## src/sv/icymd_pkg.sv

```systemverilog
// Shared types and constants of the ICY metadata demultiplexer.
// No dependencies; imported by every module of the block.
package icymd_pkg;

  // Widths of the stream and configuration fields
  localparam int unsigned ByteW     = 8;
  localparam int unsigned IntervalW = 16;
  localparam int unsigned MetaLenW  = 12;
  localparam int unsigned CfgIdxW   = 2;
  localparam int unsigned CfgDataW  = 16;

  // Metadata length unit is 16 bytes: length byte shifted left by four
  localparam int unsigned MetaUnitShift = 4;

  // Reset value of the metadata length limit
  localparam logic [MetaLenW-1:0] MaxMetaReset = MetaLenW'(512);

  // Configuration register indexes
  localparam logic [CfgIdxW-1:0] RegDemuxEnable  = 2'd0;
  localparam logic [CfgIdxW-1:0] RegMetaInterval = 2'd1;
  localparam logic [CfgIdxW-1:0] RegMaxMetaBytes = 2'd2;

  // Byte kind codes
  localparam logic KindAudio = 1'b0;
  localparam logic KindMeta  = 1'b1;

  // Result of one accepted byte, from the control unit to the output stage
  typedef struct packed {
    logic             valid;
    logic [ByteW-1:0] data;
    logic             kind;
    logic             last;
    logic             rejected;
  } icymd_res_t;

endpackage

```

## src/sv/icymd_ctrl.sv

```systemverilog
// Configuration registers and interval/metadata counters of the ICY demultiplexer.
// Classifies each accepted byte in one pass; depends on icymd_pkg.
module icymd_ctrl (
  input  logic                             clk_i,
  input  logic                             rst_ni,
  input  logic                             cfg_we_i,
  input  logic [icymd_pkg::CfgIdxW-1:0]    cfg_idx_i,
  input  logic [icymd_pkg::CfgDataW-1:0]   cfg_wdata_i,
  input  logic                             step_i,
  input  logic [icymd_pkg::ByteW-1:0]      in_byte_i,
  output icymd_pkg::icymd_res_t            res_o
);
  import icymd_pkg::*;

  logic                 enable_q, enable_d;
  logic [IntervalW-1:0] interval_q, interval_d;
  logic [MetaLenW-1:0]  max_meta_q, max_meta_d;
  logic                 in_meta_q, in_meta_d;
  logic [IntervalW-1:0] audio_left_q, audio_left_d;
  logic [MetaLenW-1:0]  meta_left_q, meta_left_d;

  logic [MetaLenW-1:0]  meta_len;
  logic [MetaLenW-1:0]  meta_dec;
  logic                 restart;

  // Length byte times 16 always fits the 12-bit length
  assign meta_len = {in_byte_i, {MetaUnitShift{1'b0}}};
  assign meta_dec = meta_left_q - MetaLenW'(1);

  // Decode configuration writes
  always_comb begin
    enable_d   = enable_q;
    interval_d = interval_q;
    max_meta_d = max_meta_q;
    restart    = 1'b0;
    if (cfg_we_i) begin
      case (cfg_idx_i)
        RegDemuxEnable: begin
          enable_d = cfg_wdata_i[0];
          restart  = 1'b1;
        end
        RegMetaInterval: begin
          interval_d = cfg_wdata_i;
          restart    = 1'b1;
        end
        RegMaxMetaBytes: begin
          max_meta_d = cfg_wdata_i[MetaLenW-1:0];
        end
        default: begin
        end
      endcase
    end
  end

  // Classify the byte and advance the counters
  always_comb begin
    in_meta_d      = in_meta_q;
    audio_left_d   = audio_left_q;
    meta_left_d    = meta_left_q;
    res_o.valid    = 1'b0;
    res_o.data     = in_byte_i;
    res_o.kind     = KindAudio;
    res_o.last     = 1'b0;
    res_o.rejected = 1'b0;

    if (!enable_q) begin
      // Passthrough: hold the counters
      res_o.valid = 1'b1;
    end else if (in_meta_q) begin
      meta_left_d = meta_dec;
      res_o.valid = 1'b1;
      res_o.kind  = KindMeta;
      if (meta_dec == '0) begin
        res_o.last   = 1'b1;
        in_meta_d    = 1'b0;
        audio_left_d = interval_q;
      end
    end else if (audio_left_q != '0) begin
      audio_left_d = audio_left_q - IntervalW'(1);
      res_o.valid  = 1'b1;
    end else if (meta_len == '0) begin
      // Empty metadata block: drop the length byte, start a new interval
      audio_left_d = interval_q;
    end else if (meta_len > max_meta_q) begin
      // Oversize length: pass it on as the first audio byte of an interval
      audio_left_d   = (interval_q == '0) ? '0 : interval_q - IntervalW'(1);
      res_o.valid    = 1'b1;
      res_o.rejected = 1'b1;
    end else begin
      in_meta_d   = 1'b1;
      meta_left_d = meta_len;
    end

    // Drop any result when no byte is taken
    if (!step_i) begin
      in_meta_d    = in_meta_q;
      audio_left_d = audio_left_q;
      meta_left_d  = meta_left_q;
      res_o.valid  = 1'b0;
    end

    // Restart counting after an enable or interval write
    if (restart) begin
      in_meta_d    = 1'b0;
      audio_left_d = interval_d;
      meta_left_d  = '0;
    end
  end

  // Hold configuration and counter state
  always_ff @(posedge clk_i or negedge rst_ni) begin
    if (!rst_ni) begin
      enable_q     <= 1'b0;
      interval_q   <= '0;
      max_meta_q   <= MaxMetaReset;
      in_meta_q    <= 1'b0;
      audio_left_q <= '0;
      meta_left_q  <= '0;
    end else begin
      enable_q     <= enable_d;
      interval_q   <= interval_d;
      max_meta_q   <= max_meta_d;
      in_meta_q    <= in_meta_d;
      audio_left_q <= audio_left_d;
      meta_left_q  <= meta_left_d;
    end
  end

endmodule

```

## src/sv/icy_metadata_demux.sv

```systemverilog
// ICY metadata demultiplexer: takes one stream byte per cycle while in_ready_o
// is high and tags it as audio or metadata. Each accepted byte is classified in the
// same cycle and its result (if any) is held in a single output register, which
// frees again in the cycle it is taken, so the block sustains one byte per clock
// while downstream is ready; throughput is set by that register and out_ready_i.
// Length bytes of zero and accepted length bytes produce no output transaction.
// There is no clearing pass after reset. Depends on icymd_pkg and icymd_ctrl.
module icy_metadata_demux (
  input  logic                              clk_i,
  input  logic                              rst_ni,
  input  logic                              cfg_we_i,
  input  logic [icymd_pkg::CfgIdxW-1:0]     cfg_idx_i,
  input  logic [icymd_pkg::CfgDataW-1:0]    cfg_wdata_i,
  input  logic                              in_valid_i,
  output logic                              in_ready_o,
  input  logic [icymd_pkg::ByteW-1:0]       in_byte_i,
  output logic                              out_valid_o,
  input  logic                              out_ready_i,
  output logic [icymd_pkg::ByteW-1:0]       out_byte_o,
  output logic                              byte_kind_o,
  output logic                              meta_last_o,
  output logic                              length_rejected_o
);
  import icymd_pkg::*;

  icymd_res_t       res;
  logic             accept;
  logic             out_valid_q, out_valid_d;
  logic [ByteW-1:0] out_byte_q;
  logic             kind_q, last_q, rejected_q;

  // Take a transaction whenever the output register is free or draining
  assign in_ready_o = !out_valid_q || out_ready_i;
  assign accept     = in_valid_i && in_ready_o;

  icymd_ctrl u_ctrl (
    .clk_i       (clk_i),
    .rst_ni      (rst_ni),
    .cfg_we_i    (cfg_we_i),
    .cfg_idx_i   (cfg_idx_i),
    .cfg_wdata_i (cfg_wdata_i),
    .step_i      (accept),
    .in_byte_i   (in_byte_i),
    .res_o       (res)
  );

  // Output valid: load on accept, clear once taken
  always_comb begin
    out_valid_d = out_valid_q;
    if (accept) begin
      out_valid_d = res.valid;
    end else if (out_ready_i) begin
      out_valid_d = 1'b0;
    end
  end

  always_ff @(posedge clk_i or negedge rst_ni) begin
    if (!rst_ni) begin
      out_valid_q <= 1'b0;
    end else begin
      out_valid_q <= out_valid_d;
    end
  end

  // Output payload: capture only when a result is produced
  always_ff @(posedge clk_i) begin
    if (accept && res.valid) begin
      out_byte_q <= res.data;
      kind_q     <= res.kind;
      last_q     <= res.last;
      rejected_q <= res.rejected;
    end
  end

  assign out_valid_o       = out_valid_q;
  assign out_byte_o        = out_byte_q;
  assign byte_kind_o       = kind_q;
  assign meta_last_o       = last_q;
  assign length_rejected_o = rejected_q;

endmodule

```

## config.mk

```make
export PLATFORM = sky130hd
export DESIGN_NAME = icy_metadata_demux
export DESIGN_NICKNAME = d
export VERILOG_FILES = /design/src/sv/icymd_pkg.sv /design/src/sv/icymd_ctrl.sv /design/src/sv/icy_metadata_demux.sv
export SDC_FILE = /design/constraint.sdc
export NUM_CORES = 1
export LEC_CHECK = 0
export CAP_MARGIN = 30
export CORE_MARGIN = 2
export CORE_UTILIZATION = 50
export CTS_CLUSTER_DIAMETER = 120
export DETAILED_ROUTE_END_ITERATION = 7
export DONT_BUFFER_PORTS = 1
export HOLD_SLACK_MARGIN = 0.05
export SKIP_LAST_GASP = 1
export SYNTH_ARGS = -nofsm -noshare
export SYNTH_HDL_FRONTEND = slang
export SYNTH_SLANG_ARGS = --single-unit
```

## constraint.sdc

```tcl
create_clock -name clk_i -period 3.6 [get_ports clk_i]
set_input_delay 0.72 -clock clk_i [delete_from_list [all_inputs] [get_ports clk_i]]
set_output_delay 0.72 -clock clk_i [all_outputs]
set_load 0.005 [all_outputs]
```

After elaboration in Yosys (flattened, before gate mapping)
Cells that the tools add are included.
Storage, ports and cells
  register bits: 70
  bits of input ports: 31
  output and inout bits: 13
Operators by class
  $add $sub $neg: 3
  order comparisons: 1
  equality and inequality tests: 6
  multiplexer cells: 38
  bitwise operators: 1
  reduce and logical (&&, ||, !) cells: 21
Operators with widths (count)
  16-bit 2-to-1 mux: 11
  12-bit 2-to-1 mux: 7
  16-bit by 1-bit subtractor with 16-bit output (second input constant): 2
  12-bit zero test: 2
  1-bit 2-to-1 mux: 19
  16-bit zero test: 1
  16-bit nonzero test: 1
  12-bit > comparator: 1
  12-bit by 1-bit subtractor with 12-bit output (second input constant): 1
  3-bit by 1-bit != test with 1-bit output (second input constant): 3
  2-bit AND reduction: 4
  2-bit nonzero test: 3
  5-bit AND reduction: 1
  5-bit nonzero test: 1
  4-bit AND reduction: 1
  3-bit != test (second input constant): 1
  3-bit OR reduction: 1
  2-bit by 1-bit equality test with 1-bit output (second input constant): 1
  2-bit equality test (second input constant): 1
  1-bit logical AND: 2
  2-bit zero test: 1
  2-bit 2-to-1 mux: 1
  2-bit OR reduction: 1
  1-bit zero test: 1
  2 further kinds: 2

Depth between registers and ports, before layout
  word-level depth: 9
  depth in mapped cells: 11
  depth with buffers taken out: 9

By module
From an unflattened synthesis, not the netlist that was laid out.
Second synthesis, totals
  cells, all modules: 500
  area total of the unflattened synthesis: 4436.8 um2
By module, submodules not included
  icymd_ctrl: times used 1, cells an instance 483, area each 4037.6 um2
  icy_metadata_demux: times used 1, cells an instance 17, area each 399.1 um2

Worst setup path after synthesis
No wires, ideal clock.
  path type: input port to flip-flop
  start: input port in_byte_i[1] (netlist bit)
  end: register u_ctrl.meta_left_q[2]
  data arrival time: 2.791 ns
  setup slack: 0.677 ns
  cell stages on the path: 10
  path buffers: 2
  path through: ha_1 -> or4b_1 -> or4_1 -> o211ai_1 -> a31oi_1 -> nand2b_1 -> clkbuf_1 -> clkbuf_1 -> a22oi_1 -> nor2_1
Between the ends
  cells in the longest elaborated chain, start to end: 3
Ends and longest elaborated chain
  start, declared: line icy_metadata_demux.sv:16  | input logic [icymd_pkg::ByteW-1:0] in_byte_i,
  12-bit > comparator / 12-bit zero test (equally long branches): line icymd_ctrl.sv:84, icymd_ctrl.sv:81
  3-bit by 1-bit != test with 1-bit output (no source line)
  5-bit AND reduction (no source line) (*)
  end signal, assigned: line icymd_ctrl.sv:125  | meta_left_q <= meta_left_d;
  end, declared: line icymd_ctrl.sv:20  | logic [MetaLenW-1:0] meta_left_q, meta_left_d;
Every way passes the cells marked *; elsewhere a longest branch is shown, timed or not.
A chain may end at the register's enable or synchronous reset.

Worst setup path after layout
  start: register u_ctrl.meta_left_q[1]
  end: register u_ctrl.audio_left_q[3]
Between the ends
  cells in the longest elaborated chain, start to end: 4
Ends and longest elaborated chain
  12-bit by 1-bit subtractor with 12-bit output: line icymd_ctrl.sv:28  | assign meta_dec = meta_left_q - MetaLenW'(1);
  12-bit zero test: line icymd_ctrl.sv:73  | if (meta_dec == '0) begin
  3-bit != test (no source line)
  4-bit AND reduction (no source line)
  end signal, assigned: line icymd_ctrl.sv:124  | audio_left_q <= audio_left_d;
  end, declared: line icymd_ctrl.sv:19  | logic [IntervalW-1:0] audio_left_q, audio_left_d;
No other way between the ends.

==> results_dict.tcl <==
set metrics [dict create \
    status "completed" \
    drt_iter0_drc 211 \
    slew_headroom_pct 40.1 \
    powerDensity_nw_per_um2 606 \
    grt_max_degree 32 \
    ys_warn_count 0 \
    synth.most_common_cell "dfrtp_1" \
    finClkSkew_ns 0.00869 \
    wl_per_cell_um 20.5 \
    cp_top_family "simple AND/OR/NAND/NOR gates" \
    cts-root-buf "clkbuf_8" \
    syn2layout_area_growth_pct 7.53 \
    holdBufCountCts 2 \
    final_antenna_net_count 0 \
    grt_pass1_vias 3763 \
    synth_seq_cells 70 \
    arrival_ns 3.32 \
    power_leakage_uw 0.00197 \
    syn_nets 522 \
    maxCapViolations 0 \
    rows 34 \
    setup_tns_ns 0 \
    clock-sinks 70 \
    critPathCaptureType "flip-flop" \
    critical_path_required_ns 3.87 \
    crit_fanout 14 \
    cts_setup_buffers 0 \
    rsz0062_at_grt "false" \
    htree_levels 3 \
    nNetsFinal 519 \
    criticalPathCategory "flip-flop to flip-flop" \
    cts_resized 0 \
    startpoint_type "flip-flop" \
    synth_ff_type "dfrtp_1" \
    drc 0 \
    avgSynthCellArea_um2 9.45 \
    ys_types 69 \
    max_freq_mhz 328 \
    numCtsBuffers 9 \
    n_fill_cell 781 \
    clk_pin_slew_worst_paths_ns 0.08 \
    synth.top_cell.area_share_pct 32.2 \
    holdWs_ns 0.182 \
    vdd_drop_max_v 0.000343 \
    slew_viol_final 0 \
    slowest_delay_ns 0.52 \
    diodes 0 \
    routabilityCongestion 0.988 \
    cp_slowest_cell "or4b_4" \
    start_util_pct 51.7 \
    routed-via-count 3726 \
    antenna_found_initial 0 \
    grt_usage_pct 25.7 \
    routed_wl_um 12000 \
    dieWidth_um 98.9 \
    worstMarginPinSlew_ns 0.890 \
    synthArstFlopShare_pct 84.3 \
    synth_seq_area_share_pct 40.1 \
    cp_num_buf_inv 2 \
    setup_viol 0 \
    layout-drive-gt1-share_pct 15.2 \
    grt_overflow 0 \
    num_io_pins 44 \
    syn_inst 477 \
    clk_latency_ns 0.35 \
    synth_edf_count 11 \
    fp.dieH_um 98.9 \
    worstPathCellList "inv_1, ha_1, or4b_4, o31a_1, nor4_1, nor4b_4, o21ai_2, buf_4, or3_1, o211ai_1" \
    drt_pass1_iterations 5 \
    yosys.area.top_type "dfrtp_1" \
    min_path_type "input pin to async pin" \
    core-area_um2 8720 \
    cts_tree "yes" \
    numPortBuffers 0 \
    yosys-top-cells-count "dfrtp_1, nand2_1, mux2_2" \
    dieArea_um2 9790 \
    cts_buffer_depth 2 \
    final.min_clock_period_ns 3.05 \
    viasPerCell 6.35 \
    dp_hpwl_um 8570 \
    grt_pass1_wl_um 19600 \
    synth_area_leaders "dfrtp_1, mux2_2, edfxtp_1, ha_1, nand2_1" \
    synth_area_um2 4510 \
    fin_crit_sh_pct 84.7 \
    finalHoldViolCount 0 \
]
[flip-flops by register name, summed over array words and instances (netlist names), 8 cells and up]
name                 count
out_byte_o               8
u_ctrl.audio_left_q     16
u_ctrl.interval_q       16
u_ctrl.max_meta_q       12
u_ctrl.meta_left_q      12
[per-stage QoR]
step / util [%] / cell area, um2 / setup slack [ns] / total power [uW] / std cells
final: 55.6 / 4840 / 0.550 / 2930 / 587
after global routing: 55.6 / 4840 / 0.299 / 3140 / 587
after CTS: 55.3 / 4820 / 0.552 / 2940 / 586
after detailed placement: 52.7 / 4600 / 0.395 / 2270 / 568
after global placement: 52.7 / 4600 / 0.457 / 2250 / 568
after floorplan: - / 4510 / 0.677 / 2010 / 477
[power by group]
group | leakage [uW] | switching [uW] | total, uW | internal (uW)
logic | 0.00105 | 572 | 1050 | 483
registers | 0.000825 | 245 | 1230 | 986
clock network | 0.0000931 | 324 | 649 | 325
total | 0.00197 | 1140 | 2930 | 1790
[worst paths after layout]
path / startpoint / to / slack, ns / depth (start not counted)
worst max-delay path: u_ctrl.meta_left_q[1] / u_ctrl.audio_left_q[3] / 0.55 / 10
worst min-delay path: rst_ni / u_ctrl.meta_left_q[5] / 0.18 / 1
worst max register to register: u_ctrl.meta_left_q[1] / u_ctrl.audio_left_q[3] / 0.55 / 10
worst min register to register: u_ctrl.max_meta_q[0] / u_ctrl.max_meta_q[0] / 0.51 / 1
max in group asynchronous: rst_ni / u_ctrl.audio_left_q[14] / 2.47 / 1
min in group clk_i: in_byte_i[1] / out_byte_o[1] / 0.47 / 0
[per-layer routing]
layer	track usage, %	vias to the layer above	part of all wire [%]
met5	0	-	0
met1	32.3	1817	44
met2	43.8	99	49
met4	8.32	0	2.8
met3	5.82	28	3.7
li1	-	1782	-
[cells by family after synthesis]
family	share of synthesized area [%]
buffers and inverters	4.64
and+or+nand+nor	22.3
muxes	8.66
xor gates and xnor gates	3.11
DFF	40.1
adders and majority gates	3.89
AOI/OAI and AO/OA	17.3
[final cells by class]
class	count	area, um2	area share (%)
flip-flops and latches	70	1810	37.3
well taps	108	135	2.79
repair buffers	13	125	2.58
multi-input cells	357	2490	51.4
clock buffers	10	128	2.63
clock inverters	6	71.3	1.47
inverters	23	86.3	1.78
[placed cells by master (no fill, tap or decap), types with 6 or more instances in the layout]
master / count
nand4_1: 8
nor2_1: 22
nor3_1: 20
xor2_1: 8
buf_4: 10
nand3_1: 13
clkbuf_8: 9
and2_1: 6
nor4_1: 14
o31ai_1: 6
dfrtp_1: 58
edfxtp_1: 11
xnor2_1: 8
o21ai_0: 26
nand2_1: 37
ha_1: 14
a21o_1: 6
a211oi_1: 7
or3_1: 9
or4_1: 7
nand3b_1: 7
mux2_2: 32
a21oi_1: 20
inv_1: 23
and3_1: 7
a31oi_1: 7
(Power assumes the default switching activity.)
